<file path="src/hdl/ezs_pkg.sv">
`timescale 1ns / 1ps

package ezs_pkg;

   // Fixed-point layout of prices, averages and the derived terms.
   localparam int PRICE_FRAC_BITS = 16;
   localparam int DECAY_BITS      = 16;
   localparam int PRICE_BITS      = 40;
   localparam int AVG_EXTRA       = 8;
   localparam int AVG_BITS        = PRICE_BITS + AVG_EXTRA;
   localparam int DIFF_BITS       = AVG_BITS + 1;
   localparam int NUM_SHIFT       = 8;
   localparam int NUM_BITS        = DIFF_BITS + NUM_SHIFT;
   localparam int DSR_BITS        = PRICE_BITS;
   localparam int W_BITS          = DECAY_BITS + 1;
   localparam int ACC_BITS        = DIFF_BITS + 1;
   localparam int ADD_BITS        = ACC_BITS + 1;
   localparam int PROD_BITS       = ACC_BITS + W_BITS;
   localparam int DELTA_BITS      = DIFF_BITS + 1;
   localparam int CNT_BITS        = $clog2(NUM_BITS + 1);
   localparam int Z_BITS          = 62;
   localparam int ZINF_SHIFT      = 60;
   localparam int SUM_BITS        = Z_BITS + 1;
   localparam int VALUE_BITS      = 32;
   localparam int DECAY_REG_BITS  = 16;
   localparam int CSR_DATA_BITS   = 32;
   localparam int CSR_ADDR_BITS   = 4;
   localparam int REQ_DATA_BITS   = 88;
   localparam int REQ_USER_BITS   = 3;

   localparam logic [DECAY_REG_BITS-1:0] DECAY_RESET = 16'd62259;

   localparam logic SRC_DEP   = 1'b0;
   localparam logic SRC_INDEP = 1'b1;

   typedef enum logic [1:0] {
      OP_PRICE     = 2'd0,
      OP_STDEV     = 2'd1,
      OP_INTERRUPT = 2'd2,
      OP_RESUME    = 2'd3
   } op_type;

   typedef enum logic [1:0] {
      REG_DEP_DECAY   = 2'd0,
      REG_INDEP_DECAY = 2'd1,
      REG_NEGATE      = 2'd2
   } reg_index_type;

   typedef enum logic {
      UNIT_MUL = 1'b0,
      UNIT_DIV = 1'b1
   } unit_mode_type;

   typedef struct packed {
      logic          start;
      unit_mode_type mode;
   } unit_ctrl_type;

   typedef enum logic [3:0] {
      ST_IDLE,
      ST_DECODE,
      ST_MUL,
      ST_ROUND,
      ST_AVG,
      ST_ZDIFF,
      ST_ZMAG,
      ST_ZDIV,
      ST_SUM,
      ST_EMIT
   } state_type;

endpackage

</file>
<file path="src/hdl/ewma_zscore_spread.sv">
`timescale 1ns / 1ps
// Channel  Ports      Direction  Item
// req      req_t*     in         operation, source, price, new_stdev, markets_ready
// rsp      rsp_t*     out        indicator_value, from_interrupt
// csr      csr_p*     in/out     dep_decay @0x0, indep_decay @0x4, negate_indep @0x8
//
// A price update that advances an average runs a multiply and two divisions on one
// shared shift/add unit, one division per side; a zero stdev skips its division.
// Other items return to idle after decode, an interruption by way of the emit state.
// Reset is synchronous, active high. req_tready is high only when the sequencer is
// idle; a result that finds the output register still full holds the sequencer, and so
// the input, until it is taken.

module ewma_zscore_spread import ezs_pkg::*; (
   input  logic                     clock,
   input  logic                     reset,
   input  logic                     req_tvalid,
   output logic                     req_tready,
   // price [39:0], new_stdev [79:40], markets_ready [80], zero fill above
   input  logic [REQ_DATA_BITS-1:0] req_tdata,
   // operation [1:0], source [2]
   input  logic [REQ_USER_BITS-1:0] req_tuser,
   output logic                     rsp_tvalid,
   input  logic                     rsp_tready,
   // indicator_value [31:0]
   output logic [VALUE_BITS-1:0]    rsp_tdata,
   // from_interrupt [0]
   output logic                     rsp_tuser,
   input  logic                     csr_psel,
   input  logic                     csr_penable,
   input  logic                     csr_pwrite,
   input  logic [CSR_ADDR_BITS-1:0] csr_paddr,
   input  logic [CSR_DATA_BITS-1:0] csr_pwdata,
   output logic [CSR_DATA_BITS-1:0] csr_prdata,
   output logic                     csr_pready
);

   localparam logic [W_BITS-1:0]    W_ONE      = W_BITS'(1) << DECAY_BITS;
   localparam logic [PROD_BITS-1:0] ROUND_HALF = PROD_BITS'(1) << (DECAY_BITS - 1);
   localparam logic [PRICE_BITS-1:0] SD_RESET  = PRICE_BITS'(0) - (PRICE_BITS'(1) << PRICE_FRAC_BITS);
   localparam logic [Z_BITS-1:0]    Z_INF      = Z_BITS'(1) << ZINF_SHIFT;
   localparam logic [SUM_BITS-1:0]  SUM_MAX    =
      {{(SUM_BITS-VALUE_BITS+1){1'b0}}, {(VALUE_BITS-1){1'b1}}};
   localparam logic [SUM_BITS-1:0]  SUM_MIN    =
      {{(SUM_BITS-VALUE_BITS+1){1'b1}}, {(VALUE_BITS-1){1'b0}}};

   function automatic logic [DIFF_BITS-1:0] price_gap(input logic [PRICE_BITS-1:0] p,
                                                      input logic [AVG_BITS-1:0] a);
      logic [AVG_BITS-1:0] scaled;
      scaled = {p, {AVG_EXTRA{1'b0}}};
      return {scaled[AVG_BITS-1], scaled} - {a[AVG_BITS-1], a};
   endfunction

   function automatic logic [AVG_BITS-1:0] seed_of(input logic [PRICE_BITS-1:0] p);
      return {p, {AVG_EXTRA{1'b0}}};
   endfunction

   state_type state_ff, state_in;

   op_type                item_op_ff, item_op_in;
   logic                  item_src_ff, item_src_in;
   logic [PRICE_BITS-1:0] item_price_ff, item_price_in;
   logic [PRICE_BITS-1:0] item_sd_ff, item_sd_in;
   logic                  item_ready_ff, item_ready_in;

   logic [PRICE_BITS-1:0] dep_price_ff, dep_price_in, indep_price_ff, indep_price_in;
   logic [AVG_BITS-1:0]   dep_avg_ff, dep_avg_in, indep_avg_ff, indep_avg_in;
   logic [PRICE_BITS-1:0] dep_sd_ff, dep_sd_in, indep_sd_ff, indep_sd_in;
   logic                  started_ff, started_in, frozen_ff, frozen_in;
   logic                  dep_down_ff, dep_down_in, indep_down_ff, indep_down_in;

   logic [DECAY_REG_BITS-1:0] dep_decay_ff, dep_decay_in, indep_decay_ff, indep_decay_in;
   logic                      negate_ff, negate_in;

   logic                  side_ff, side_in;
   logic [DIFF_BITS-1:0]  diff_ff, diff_in;
   logic [DELTA_BITS-1:0] delta_ff, delta_in;
   logic                  zneg_ff, zneg_in;
   logic [Z_BITS-1:0]     zi_ff, zi_in, zd_ff, zd_in;
   logic [VALUE_BITS-1:0] res_value_ff, res_value_in;
   logic                  res_intr_ff, res_intr_in;
   logic                  rsp_valid_ff, rsp_valid_in;
   logic [VALUE_BITS-1:0] rsp_value_ff, rsp_value_in;
   logic                  rsp_intr_ff, rsp_intr_in;

   logic                  req_accept, csr_write, rsp_free, price_run;
   reg_index_type         csr_index;
   logic [DIFF_BITS-1:0]  decode_diff;
   logic [DECAY_REG_BITS-1:0] decode_decay;
   logic [W_BITS-1:0]     decode_weight;
   logic [NUM_BITS-1:0]   num_val, num_mag;
   logic [PRICE_BITS-1:0] zs_sd, sd_mag;
   logic                  sd_zero, zs_negate;
   logic [Z_BITS-1:0]     z_special, z_quot, z_value;
   logic [PROD_BITS-1:0]  rounded;
   logic [SUM_BITS-1:0]   spread;
   logic [VALUE_BITS-1:0] clamped;

   unit_ctrl_type         unit_ctrl;
   logic [NUM_BITS-1:0]   unit_a;
   logic [DSR_BITS-1:0]   unit_b;
   logic                  unit_done;
   logic [PROD_BITS-1:0]  unit_product;
   logic [NUM_BITS-1:0]   unit_quotient;

   ezs_serial_unit u_unit (
      .clock     (clock),
      .reset     (reset),
      .ctrl      (unit_ctrl),
      .operand_a (unit_a),
      .operand_b (unit_b),
      .done      (unit_done),
      .product   (unit_product),
      .quotient  (unit_quotient)
   );

   assign req_accept = req_tvalid & req_tready;
   assign csr_write  = csr_psel & csr_penable & csr_pwrite & csr_pready;
   assign csr_index  = reg_index_type'(csr_paddr[3:2]);
   assign rsp_free   = ~rsp_valid_ff | rsp_tready;
   assign price_run  = (item_op_ff == OP_PRICE) & started_ff & ~frozen_ff;

   // Operands for the shared unit and the z-score terms.
   always_comb begin
      decode_diff   = price_gap(item_price_ff,
                                (item_src_ff == SRC_INDEP) ? indep_avg_ff : dep_avg_ff);
      decode_decay  = (item_src_ff == SRC_INDEP) ? indep_decay_ff : dep_decay_ff;
      decode_weight = W_ONE - {1'b0, DECAY_BITS'(decode_decay)};

      num_val   = {diff_ff, {NUM_SHIFT{1'b0}}};
      num_mag   = diff_ff[DIFF_BITS-1] ? NUM_BITS'(0) - num_val : num_val;
      zs_sd     = (side_ff == SRC_INDEP) ? indep_sd_ff : dep_sd_ff;
      sd_mag    = zs_sd[PRICE_BITS-1] ? PRICE_BITS'(0) - zs_sd : zs_sd;
      sd_zero   = (zs_sd == '0);
      zs_negate = (side_ff == SRC_INDEP) & negate_ff;

      // A zero stdev gives zero over zero, else an infinity of the term's sign.
      if (diff_ff == '0)
         z_special = '0;
      else if (diff_ff[DIFF_BITS-1] ^ zs_negate)
         z_special = Z_BITS'(0) - Z_INF;
      else
         z_special = Z_INF;

      z_quot = Z_BITS'(unit_quotient);
      z_value = zneg_ff ? Z_BITS'(0) - z_quot : z_quot;

      rounded = unit_product + ROUND_HALF;

      spread = {zi_ff[Z_BITS-1], zi_ff} - {zd_ff[Z_BITS-1], zd_ff};
      if ($signed(spread) > $signed(SUM_MAX))
         clamped = SUM_MAX[VALUE_BITS-1:0];
      else if ($signed(spread) < $signed(SUM_MIN))
         clamped = SUM_MIN[VALUE_BITS-1:0];
      else
         clamped = spread[VALUE_BITS-1:0];
   end

   // Next state.
   always_comb begin
      state_in = state_ff;
      unique case (state_ff)
         ST_IDLE:   if (req_accept) state_in = ST_DECODE;
         ST_DECODE: begin
            unique case (item_op_ff)
               OP_INTERRUPT: state_in = ST_EMIT;
               OP_PRICE:     state_in = price_run ? ST_MUL : ST_IDLE;
               default:      state_in = ST_IDLE;
            endcase
         end
         ST_MUL:    if (unit_done) state_in = ST_ROUND;
         ST_ROUND:  state_in = ST_AVG;
         ST_AVG:    state_in = ST_ZDIFF;
         ST_ZDIFF:  state_in = ST_ZMAG;
         ST_ZMAG: begin
            if (!sd_zero)
               state_in = ST_ZDIV;
            else
               state_in = (side_ff == SRC_INDEP) ? ST_ZDIFF : ST_SUM;
         end
         ST_ZDIV: begin
            if (unit_done)
               state_in = (side_ff == SRC_INDEP) ? ST_ZDIFF : ST_SUM;
         end
         ST_SUM:    state_in = ST_EMIT;
         ST_EMIT:   if (rsp_free) state_in = ST_IDLE;
         default:   state_in = ST_IDLE;
      endcase
   end

   // Outputs of the sequencer.
   always_comb begin
      req_tready     = (state_ff == ST_IDLE);
      unit_ctrl.start = 1'b0;
      unit_ctrl.mode  = UNIT_MUL;
      unit_a          = '0;
      unit_b          = '0;
      if (state_ff == ST_DECODE && price_run) begin
         unit_ctrl.start = 1'b1;
         unit_ctrl.mode  = UNIT_MUL;
         unit_a          = NUM_BITS'($signed(decode_diff));
         unit_b          = DSR_BITS'(decode_weight);
      end else if (state_ff == ST_ZMAG && !sd_zero) begin
         unit_ctrl.start = 1'b1;
         unit_ctrl.mode  = UNIT_DIV;
         unit_a          = num_mag;
         unit_b          = sd_mag;
      end
   end

   // Datapath and block state.
   always_comb begin
      item_op_in     = item_op_ff;
      item_src_in    = item_src_ff;
      item_price_in  = item_price_ff;
      item_sd_in     = item_sd_ff;
      item_ready_in  = item_ready_ff;
      dep_price_in   = dep_price_ff;
      indep_price_in = indep_price_ff;
      dep_avg_in     = dep_avg_ff;
      indep_avg_in   = indep_avg_ff;
      dep_sd_in      = dep_sd_ff;
      indep_sd_in    = indep_sd_ff;
      started_in     = started_ff;
      frozen_in      = frozen_ff;
      dep_down_in    = dep_down_ff;
      indep_down_in  = indep_down_ff;
      dep_decay_in   = dep_decay_ff;
      indep_decay_in = indep_decay_ff;
      negate_in      = negate_ff;
      side_in        = side_ff;
      diff_in        = diff_ff;
      delta_in       = delta_ff;
      zneg_in        = zneg_ff;
      zi_in          = zi_ff;
      zd_in          = zd_ff;
      res_value_in   = res_value_ff;
      res_intr_in    = res_intr_ff;
      rsp_value_in   = rsp_value_ff;
      rsp_intr_in    = rsp_intr_ff;
      rsp_valid_in   = rsp_valid_ff & ~rsp_tready;

      if (csr_write) begin
         unique case (csr_index)
            REG_DEP_DECAY:   dep_decay_in   = csr_pwdata[DECAY_REG_BITS-1:0];
            REG_INDEP_DECAY: indep_decay_in = csr_pwdata[DECAY_REG_BITS-1:0];
            REG_NEGATE:      negate_in      = csr_pwdata[0];
            default: ;
         endcase
      end

      if (req_accept) begin
         item_op_in    = op_type'(req_tuser[1:0]);
         item_src_in   = req_tuser[2];
         item_price_in = req_tdata[PRICE_BITS-1:0];
         item_sd_in    = req_tdata[2*PRICE_BITS-1:PRICE_BITS];
         item_ready_in = req_tdata[2*PRICE_BITS];
      end

      unique case (state_ff)
         ST_DECODE: begin
            unique case (item_op_ff)
               OP_STDEV: begin
                  if (item_src_ff == SRC_INDEP) indep_sd_in = item_sd_ff;
                  else                          dep_sd_in   = item_sd_ff;
               end
               OP_INTERRUPT: begin
                  if (item_src_ff == SRC_INDEP) indep_down_in = 1'b1;
                  else                          dep_down_in   = 1'b1;
                  frozen_in    = 1'b1;
                  res_value_in = '0;
                  res_intr_in  = 1'b1;
               end
               OP_RESUME: begin
                  // A resume only counts while frozen; both sides up reseeds.
                  if (frozen_ff) begin
                     if (item_src_ff == SRC_INDEP) indep_down_in = 1'b0;
                     else                          dep_down_in   = 1'b0;
                     if (!dep_down_in && !indep_down_in) begin
                        dep_avg_in   = seed_of(dep_price_ff);
                        indep_avg_in = seed_of(indep_price_ff);
                        frozen_in    = 1'b0;
                     end
                  end
               end
               OP_PRICE: begin
                  if (item_src_ff == SRC_INDEP) indep_price_in = item_price_ff;
                  else                          dep_price_in   = item_price_ff;
                  if (!started_ff && item_ready_ff) begin
                     started_in   = 1'b1;
                     dep_avg_in   = seed_of(dep_price_in);
                     indep_avg_in = seed_of(indep_price_in);
                  end
               end
               default: ;
            endcase
         end
         ST_ROUND: delta_in = rounded[DECAY_BITS +: DELTA_BITS];
         ST_AVG: begin
            if (item_src_ff == SRC_INDEP)
               indep_avg_in = indep_avg_ff + delta_ff[AVG_BITS-1:0];
            else
               dep_avg_in = dep_avg_ff + delta_ff[AVG_BITS-1:0];
            side_in = SRC_INDEP;
         end
         ST_ZDIFF: begin
            if (side_ff == SRC_INDEP)
               diff_in = price_gap(indep_price_ff, indep_avg_ff);
            else
               diff_in = price_gap(dep_price_ff, dep_avg_ff);
         end
         ST_ZMAG: begin
            zneg_in = diff_ff[DIFF_BITS-1] ^ zs_sd[PRICE_BITS-1] ^ zs_negate;
            if (sd_zero) begin
               if (side_ff == SRC_INDEP) zi_in = z_special;
               else                      zd_in = z_special;
               side_in = SRC_DEP;
            end
         end
         ST_ZDIV: begin
            if (unit_done) begin
               if (side_ff == SRC_INDEP) zi_in = z_value;
               else                      zd_in = z_value;
               side_in = SRC_DEP;
            end
         end
         ST_SUM: begin
            res_value_in = clamped;
            res_intr_in  = 1'b0;
         end
         ST_EMIT: begin
            if (rsp_free) begin
               rsp_valid_in = 1'b1;
               rsp_value_in = res_value_ff;
               rsp_intr_in  = res_intr_ff;
            end
         end
         default: ;
      endcase
   end

   always_ff @(posedge clock) begin
      if (reset) begin
         state_ff       <= ST_IDLE;
         dep_price_ff   <= '0;
         indep_price_ff <= '0;
         dep_avg_ff     <= '0;
         indep_avg_ff   <= '0;
         dep_sd_ff      <= SD_RESET;
         indep_sd_ff    <= SD_RESET;
         started_ff     <= 1'b0;
         frozen_ff      <= 1'b0;
         dep_down_ff    <= 1'b0;
         indep_down_ff  <= 1'b0;
         dep_decay_ff   <= DECAY_RESET;
         indep_decay_ff <= DECAY_RESET;
         negate_ff      <= 1'b0;
         rsp_valid_ff   <= 1'b0;
      end else begin
         state_ff       <= state_in;
         dep_price_ff   <= dep_price_in;
         indep_price_ff <= indep_price_in;
         dep_avg_ff     <= dep_avg_in;
         indep_avg_ff   <= indep_avg_in;
         dep_sd_ff      <= dep_sd_in;
         indep_sd_ff    <= indep_sd_in;
         started_ff     <= started_in;
         frozen_ff      <= frozen_in;
         dep_down_ff    <= dep_down_in;
         indep_down_ff  <= indep_down_in;
         dep_decay_ff   <= dep_decay_in;
         indep_decay_ff <= indep_decay_in;
         negate_ff      <= negate_in;
         rsp_valid_ff   <= rsp_valid_in;
      end
      item_op_ff    <= item_op_in;
      item_src_ff   <= item_src_in;
      item_price_ff <= item_price_in;
      item_sd_ff    <= item_sd_in;
      item_ready_ff <= item_ready_in;
      side_ff       <= side_in;
      diff_ff       <= diff_in;
      delta_ff      <= delta_in;
      zneg_ff       <= zneg_in;
      zi_ff         <= zi_in;
      zd_ff         <= zd_in;
      res_value_ff  <= res_value_in;
      res_intr_ff   <= res_intr_in;
      rsp_value_ff  <= rsp_value_in;
      rsp_intr_ff   <= rsp_intr_in;
   end

   always_comb begin
      unique case (csr_index)
         REG_DEP_DECAY:   csr_prdata = CSR_DATA_BITS'(dep_decay_ff);
         REG_INDEP_DECAY: csr_prdata = CSR_DATA_BITS'(indep_decay_ff);
         REG_NEGATE:      csr_prdata = CSR_DATA_BITS'(negate_ff);
         default:         csr_prdata = '0;
      endcase
   end

   assign csr_pready = 1'b1;
   assign rsp_tvalid = rsp_valid_ff;
   assign rsp_tdata  = rsp_value_ff;
   assign rsp_tuser  = rsp_intr_ff;

endmodule

</file>
<file path="src/hdl/ezs_serial_unit.sv">
`timescale 1ns / 1ps

module ezs_serial_unit import ezs_pkg::*; (
   input  logic                 clock,
   input  logic                 reset,
   input  unit_ctrl_type        ctrl,
   input  logic [NUM_BITS-1:0]  operand_a,
   input  logic [DSR_BITS-1:0]  operand_b,
   output logic                 done,
   output logic [PROD_BITS-1:0] product,
   output logic [NUM_BITS-1:0]  quotient
);

   unit_mode_type        mode_ff, mode_in;
   logic                 active_ff, active_in;
   logic                 done_ff, done_in;
   logic [CNT_BITS-1:0]  count_ff, count_in;
   logic [ACC_BITS-1:0]  hi_ff, hi_in;
   logic [NUM_BITS-1:0]  lo_ff, lo_in;
   logic [DIFF_BITS-1:0] mcand_ff, mcand_in;
   logic [DSR_BITS-1:0]  dsr_ff, dsr_in;

   logic [ADD_BITS-1:0]  add_a, add_b, add_sum;
   logic                 add_cin;
   logic                 trial_ok;
   logic [ACC_BITS-1:0]  hi_step;
   logic [NUM_BITS-1:0]  lo_step;

   // The one adder: accumulate for the multiply, trial subtract for the divide.
   always_comb begin
      unique case (mode_ff)
         UNIT_MUL: begin
            add_a   = {hi_ff[ACC_BITS-1], hi_ff};
            add_b   = lo_ff[0] ? {{(ADD_BITS-DIFF_BITS){mcand_ff[DIFF_BITS-1]}}, mcand_ff}
                               : '0;
            add_cin = 1'b0;
         end
         UNIT_DIV: begin
            add_a   = ADD_BITS'({hi_ff[DSR_BITS-1:0], lo_ff[NUM_BITS-1]});
            add_b   = ~ADD_BITS'(dsr_ff);
            add_cin = 1'b1;
         end
         default: begin
            add_a   = '0;
            add_b   = '0;
            add_cin = 1'b0;
         end
      endcase
      add_sum  = add_a + add_b + ADD_BITS'(add_cin);
      trial_ok = ~add_sum[ADD_BITS-1];
   end

   always_comb begin
      unique case (mode_ff)
         UNIT_MUL: begin
            // Arithmetic shift right of the partial product; its low bit joins the
            // multiplier register as the multiplier bits drain out.
            hi_step = {add_sum[ACC_BITS-1], add_sum[ACC_BITS-1:1]};
            lo_step = (lo_ff >> 1) | (NUM_BITS'(add_sum[0]) << (W_BITS - 1));
         end
         UNIT_DIV: begin
            hi_step = trial_ok ? ACC_BITS'(add_sum[DSR_BITS-1:0])
                               : ACC_BITS'(add_a[DSR_BITS-1:0]);
            lo_step = {lo_ff[NUM_BITS-2:0], trial_ok};
         end
         default: begin
            hi_step = hi_ff;
            lo_step = lo_ff;
         end
      endcase
   end

   always_comb begin
      mode_in   = mode_ff;
      active_in = active_ff;
      done_in   = 1'b0;
      count_in  = count_ff;
      hi_in     = hi_ff;
      lo_in     = lo_ff;
      mcand_in  = mcand_ff;
      dsr_in    = dsr_ff;
      if (ctrl.start) begin
         mode_in   = ctrl.mode;
         active_in = 1'b1;
         hi_in     = '0;
         mcand_in  = operand_a[DIFF_BITS-1:0];
         dsr_in    = operand_b;
         if (ctrl.mode == UNIT_MUL) begin
            lo_in    = NUM_BITS'(operand_b[W_BITS-1:0]);
            count_in = CNT_BITS'(W_BITS);
         end else begin
            lo_in    = operand_a;
            count_in = CNT_BITS'(NUM_BITS);
         end
      end else if (active_ff) begin
         hi_in    = hi_step;
         lo_in    = lo_step;
         count_in = count_ff - CNT_BITS'(1);
         if (count_ff == CNT_BITS'(1)) begin
            active_in = 1'b0;
            done_in   = 1'b1;
         end
      end
   end

   always_ff @(posedge clock) begin
      if (reset) begin
         active_ff <= 1'b0;
         done_ff   <= 1'b0;
      end else begin
         active_ff <= active_in;
         done_ff   <= done_in;
      end
      mode_ff  <= mode_in;
      count_ff <= count_in;
      hi_ff    <= hi_in;
      lo_ff    <= lo_in;
      mcand_ff <= mcand_in;
      dsr_ff   <= dsr_in;
   end

   assign done     = done_ff;
   assign product  = {hi_ff, lo_ff[W_BITS-1:0]};
   assign quotient = lo_ff;

endmodule

</file>
<file path="config.mk">
export PLATFORM = sky130hd
export DESIGN_NAME = ewma_zscore_spread
export DESIGN_NICKNAME = d
export VERILOG_FILES = /design/src/hdl/ezs_pkg.sv /design/src/hdl/ewma_zscore_spread.sv /design/src/hdl/ezs_serial_unit.sv
export SDC_FILE = /design/constraint.sdc
export NUM_CORES = 2
export LEC_CHECK = 0
export ABC_AREA = 0
export BUFFER_PORTS_ARGS = -buffer_cell sky130_fd_sc_hd__buf_2
export CAP_MARGIN = 15
export CORE_ASPECT_RATIO = 1.25
export CORE_MARGIN = 8
export CORE_UTILIZATION = 30
export DETAILED_ROUTE_END_ITERATION = 8
export PLACE_DENSITY = 0.41
export SYNTH_ARGS = -nofsm -noshare
export SYNTH_HDL_FRONTEND = slang
export SYNTH_SLANG_ARGS = --single-unit
</file>
<file path="constraint.sdc">
create_clock -name clock -period 13.63 [get_ports clock]
set_clock_uncertainty 0.15 [all_clocks]
set_input_delay 1.363 -clock clock [delete_from_list [all_inputs] [get_ports clock]]
set_output_delay 1.363 -clock clock [all_outputs]
set_load 0.01 [all_outputs]
</file>
After elaboration in Yosys (flattened, before gate mapping)
Cells that the tools add are included.
- bitwise logic cells: 22
- $lt $le $gt $ge: 2
- add/subtract/negate cells: 14
- equal/unequal tests: 34
- mux-type cells: 94
- reductions and logical operators: 40
- operators by type and width (cell ; count):
    2-to-1 mux 62 bit ; 11
    2-to-1 mux 48 bit ; 9
    one-hot mux 48 bit (2 select lines) ; 4
    2-to-1 mux 57 bit ; 6
    one-hot mux 62 bit (2 select lines) ; 2
    one-hot mux 51 bit (2 select lines) ; 2
    2-to-1 mux 40 bit ; 4
    subtractor 48 x 48 -> 49 bit ; 3
    one-hot mux 57 bit (2 select lines) ; 1
    one-hot mux 50 bit (2 select lines) ; 1
    adder 48 bit ; 2
    2-to-1 mux 32 bit ; 3
    adder 64 x 16 -> 64 bit (second input constant) ; 1
    one-hot mux 32 bit (2 select lines) ; 1
    greater-than comparator 63 x 32 -> 1 bit (second input constant) ; 1
    < comparator 63 x 32 -> 1 bit (second input constant) ; 1
    subtractor 62 x 62 -> 63 bit ; 1
    subtractor 1 x 57 -> 58 bit (first input constant) ; 1
    subtractor 1 x 57 -> 57 bit (first input constant) ; 1
    OR 56 x 17 -> 56 bit ; 1
    adder 51 x 1 -> 51 bit ; 1
    adder 51 bit ; 1
    2-to-1 mux 51 bit ; 1
    inverter 40 -> 51 bit ; 1
    46 further kinds ; 146
- bits in registers: 876

Longest topological paths before layout
- depth in word-level cells: 10
- gate-level depth with buffers: 22
- mapped depth without buffers: 18

Cells and area by module
A second synthesis with hierarchy kept.
- cell total of the unflattened synthesis: 6757
- area total of the unflattened synthesis: 58856.4 µm²
- modules (own cells, without submodules) (module ; instances ; sequential area each (µm²) ; cells an instance ; area an instance (µm²)):
    ewma_zscore_spread ; 1 ; 17046.3 ; 5532 ; 46452.1
    ezs_serial_unit ; 1 ; 5615.4 ; 1225 ; 12404.4

Least setup slack after synthesis
Ideal clock, no wire load.
- path type: reg2reg
- from: reg side_ff
- to: reg zd_ff[0], enable pin
- stages on the path, launching flop included: 15
- slack: 3825 ps
- required time: 12854 ps
- path buffers: 4
- library setup time: 626 ps
- arrival: 9029 ps
- cell sequence: edfxtp_1 > buf_1 > clkbuf_1 > buf_2 > mux2i_1 > ha_1 > o221ai_1 > nor3_1 > nor2b_1 > and3_1 > nand2_1 > o21ai_1 > inv_1 > clkbuf_1 > nor4_1
- word-level cells in the longest chain between the ends: 4
- elaborated cells between the ends (all ways): 6
- classes of those cells: eq/ne (3); mux (1); reduce/logical (2)
- ends and longest elaborated chain (element ; RTL line ; RTL):
    start, declared ; ewma_zscore_spread.sv:75 ; logic side_ff, side_in;
    start signal, assigned ; ewma_zscore_spread.sv:381 ; side_ff <= side_in;
    2-to-1 mux 40 bit ; ewma_zscore_spread.sv:132 ; zs_sd = (side_ff == SRC_INDEP) ? indep_sd_ff : dep_sd_ff;
    logical NOT 40 bit ; ewma_zscore_spread.sv:134 ; sd_zero = (zs_sd == '0);
    inequality test 2 bit (no source line) ; - ;
    AND reduction 5 bit (no source line) * ; - ;
    end signal, assigned ; ewma_zscore_spread.sv:386 ; zd_ff <= zd_in;
    end, declared ; ewma_zscore_spread.sv:79 ; logic [Z_BITS-1:0] zi_ff, zi_in, zd_ff, zd_in;
Every way passes the cells marked *; elsewhere a longest branch is shown, timed or not.
A chain may end at the register's enable or synchronous reset.

Worst setup path in the final report
- from: reg delta_ff[0]
- to: reg dep_avg_ff[46]
- word-level cells in the longest chain between the ends: 3
- ends and longest elaborated chain (element ; RTL line ; RTL):
    start, declared ; ewma_zscore_spread.sv:77 ; logic [DELTA_BITS-1:0] delta_ff, delta_in;
    start signal, assigned ; ewma_zscore_spread.sv:383 ; delta_ff <= delta_in;
    adder 48 bit ; ewma_zscore_spread.sv:303 ; dep_avg_in = dep_avg_ff + delta_ff[AVG_BITS-1:0];
    2-to-1 mux 48 bit ; ewma_zscore_spread.sv:300 ; if (item_src_ff == SRC_INDEP)
    one-hot mux 48 bit (2 select lines) ; ewma_zscore_spread.sv:260 ; unique case (state_ff)
    end signal, assigned ; ewma_zscore_spread.sv:363 ; dep_avg_ff <= dep_avg_in;
    end, declared ; ewma_zscore_spread.sv:67 ; logic [AVG_BITS-1:0] dep_avg_ff, dep_avg_in, indep_avg_ff, indep_avg_in;
No other way between the ends. The select of a mux whose other input is x is not followed.

==> impl_metrics.json <==
{
  "synthCells": 6556,
  "start_kind": "register",
  "worst_pin_slew_ns": 1.18,
  "drv_cap": 0,
  "grtUsageTotal": 0.204,
  "slew_violations": 0,
  "dp.cells": 9011,
  "synth_seq_cells": 871,
  "synth_most_common_cell": "nand2_1",
  "grt_busiest_layer": "met2",
  "p_sw_frac": 0.277,
  "fmax_mhz": 149,
  "grt_pass1_wl_um": 323000,
  "synthArstFlopShare": 0,
  "synth_top_area_frac": 0.272,
  "use_met2": 0.358,
  "start_util": 0.301,
  "numClockSinks": 871,
  "cts_made_buffers": 102,
  "crit_path_end_kind": "register",
  "pwr-share-comb": 0.136,
  "yosysSeqAreaShare": 0.393,
  "dpl.hpwl_um": 169000,
  "postCtsSetupBuffers": 0,
  "drt-total-wl_um": 221000,
  "cts_root_buffer": "clkbuf_16",
  "p_seq_frac": 0.426,
  "worstPathMaxFanout": 4,
  "powerDensity_nw_per_um2": 106,
  "core.rowCount": 180,
  "ys.flop_type": "edfxtp_1",
  "gp_congestion": 0.898,
  "dr.pass1.iters": 6,
  "ys_warn_count": 0,
  "period_needed_ns": 6.72,
  "fillCellCount": 19869,
  "r2r_setup_slack_ns": 6.91,
  "grt_overflow": 0,
  "path_class": "register to register",
  "hold_viol": 0,
  "ios": 202,
  "crit_end": "dep_avg_ff[46]",
  "cts-resized-gates": 0,
  "p_total_w": 0.00689,
  "instances_no_fill": 9209,
  "pwr-share-clk": 0.437,
  "ant_nets": 0,
  "port_buffers": 159,
  "path_clk_slew_ns": 0.06,
  "htreeDepth": 3,
  "via_per_inst": 5.31,
  "avgSynthCellArea_um2": 8.80,
  "area_growth_pct": 12.4,
  "antenna_found_initial": 6,
  "cp.required_ns": 14.13,
  "relSlewSlack": 0.208,
  "placed_area_um2": 61100,
  "ctsHoldBuffers": 0,
  "synth_top_cell_by_area": "edfxtp_1",
  "core_um2": 192000,
  "fp.dieW_um": 408,
  "syn-cell-area_um2": 57700,
  "rsz0062_at_grt": "false",
  "grt_pass1_vias": 47573,
  "worst_hold_path_type": "register to register",
  "grt_max_degree": 141,
  "die-area_um2": 207000,
  "fin_crit_sh": 0.493,
  "yosysUniqueCellTypes": 88,
  "cp.arrival_ns": 7.22,
  "wl_per_cell_um": 24.0,
  "global_route.usage.met1": 0.255,
  "fin_nets": 7039,
  "outcome": "complete, no violations",
  "final-setup-viol-count": 0,
  "fin_tns_setup_ns": 0,
  "crit_path_start": "delta_ff[0]",
  "grtUsageMet3": 0.0217,
  "first_iter_violations": 3622,
  "netlist_top_cells_area": "edfxtp_1 (27%), dfxtp_1 (12%), ha_1 (7.2%), nand2_1 (6.3%), a21oi_1 (5.1%)",
  "final_cell_area_um2": 64800,
  "power.internal_w": 0.00498,
  "netSwitchingPower_w": 0.00191,
  "clk_path_buf_depth": 3,
  "reg2regPathDepth": 14,
  "layout-drive-gt1-share": 0.0802,
  "p_leak_nw": 25.7,
  "rr_startpoint": "delta_ff[0]",
  "r2r_end": "dep_avg_ff[46]",
  "ys_top_cells_by_count": "nand2_1 (962), a21oi_1 (582), edfxtp_1 (522)",
  "vias": 48923,
  "clk_latency_ns": 0.75,
  "die_h_um": 506,
  "ir_worst_vdd_uv": 98.6,
  "cts_tree": "yes",
  "synth_edf_count": 522,
  "drc_errors": 0
}
## worst min path at each step
stage / start / endpoint / depth (start not counted)
6_report: res_value_ff[18] / rsp_tdata[18] / 0
5_1_grt: res_value_ff[18] / rsp_tdata[18] / 0
4_1_cts: res_value_ff[18] / rsp_tdata[18] / 0
3_5_place_dp: res_value_ff[13] / rsp_tdata[13] / 0
3_3_place_gp: res_value_ff[31] / rsp_tdata[31] / 0
2_1_floorplan: res_value_ff[0] / rsp_tdata[0] / 0
## worst max-delay path: stages, from the launching register on
cell	delay, ns
edfxtp_1	0.41
ha_1	0.24
fa_1	0.42
a21o_1	0.19
a21oi_1	0.21
o21ai_0	0.32
a2111oi_0	0.87
o21ai_0	0.46
a2111oi_0	0.88
nor2_1	0.25
a211oi_1	0.99
o31ai_1	0.48
a311oi_1	0.41
xor2_1	0.10
a211oi_1	0.22
## power by group through the flow
stage / Sequential, W / Combinational, W / Clock (W)
floorplan: 0.00295 / 0.000639 / 0
global placement: 0.00299 / 0.000942 / 0
detailed placement: 0.00299 / 0.000942 / 0
CTS: 0.00294 / 0.000947 / 0.00311
global route: 0.00294 / 0.00102 / 0.00320
finish: 0.00294 / 0.000941 / 0.00301
## state kept, by name, indices dropped and copies added, names as in the netlist, 48 cells and up
register,flops
zd_ff,60
zi_ff,60
u_unit.quotient,57
diff_ff,49
u_unit.hi_ff,49
u_unit.mcand_ff,49
delta_ff,48
dep_avg_ff,48
indep_avg_ff,48
## layer usage
layer / vias up / wire [um]
met5: - / 13
met4: 2 / 9820
met3: 305 / 8710
met2: 1208 / 108000
met1: 23681 / 94600
li1: 23727 / -
## cell usage in the layout, fill, tap and decap left out, drive strengths merged, types with 55 or more instances in the layout
| cell | netlist | layout |
|---|---|---|
| nor2b | 55 | 55 |
| clkbuf | 284 | 133 |
| xnor2 | 262 | 262 |
| inv | 237 | 245 |
| dfxtp | 349 | 349 |
| or3 | 60 | 60 |
| o31ai | 57 | 57 |
| o21ai | 437 | 437 |
| a211oi | 65 | 65 |
| xor2 | 233 | 233 |
| a21o | 229 | 229 |
| nand2 | 962 | 962 |
| nor3 | 113 | 113 |
| o211ai | 66 | 66 |
| nand4 | 88 | 88 |
| mux2i | 231 | 231 |
| a21oi | 582 | 582 |
| nand3 | 145 | 145 |
| buf | 56 | 232 |
| ha | 333 | 333 |
| nand3b | 66 | 66 |
| edfxtp | 522 | 522 |
| nor2 | 445 | 445 |
## metrics by stage
stage / hold WS [ns] / utilization / worst slack (ns)
after CTS: 0.270 / 0.338 / 7.06
after global placement: 0.252 / 0.319 / 7.13
after floorplan: 0.250 / - / 3.83
after global routing: 0.272 / 0.338 / 6.64
final: 0.268 / 0.338 / 6.91
after detailed placement: 0.255 / 0.319 / 7.16
## layout make-up
cell class | count | area (um^2) | share of cell area
Multi-Input combinational cell | 5121 | 33000 | 0.510
Sequential cell | 871 | 22700 | 0.350
Tap cell | 2548 | 3190 | 0.0492
Clock buffer | 133 | 2790 | 0.0431
Timing Repair Buffer | 232 | 1370 | 0.0211
Inverter | 239 | 900 | 0.0139
Clock inverter | 60 | 848 | 0.0131
Antenna cell | 5 | 12.5 | 0.000193
## kinds of logic after synthesis
group / Yosys count / share of synthesized area
AND/OR/NAND/NOR: 2160 / 0.172
AO/OA/AOI/OAI: 1826 / 0.196
flip-flops: 871 / 0.393
buffers and inverters: 579 / 0.0388
XOR/XNOR: 495 / 0.0752
adder cells (fa/ha/maj): 338 / 0.0740
multiplexers: 285 / 0.0506
other: 2 / 0.000130
No activity file was read; power rests on OpenSTA's default activity.
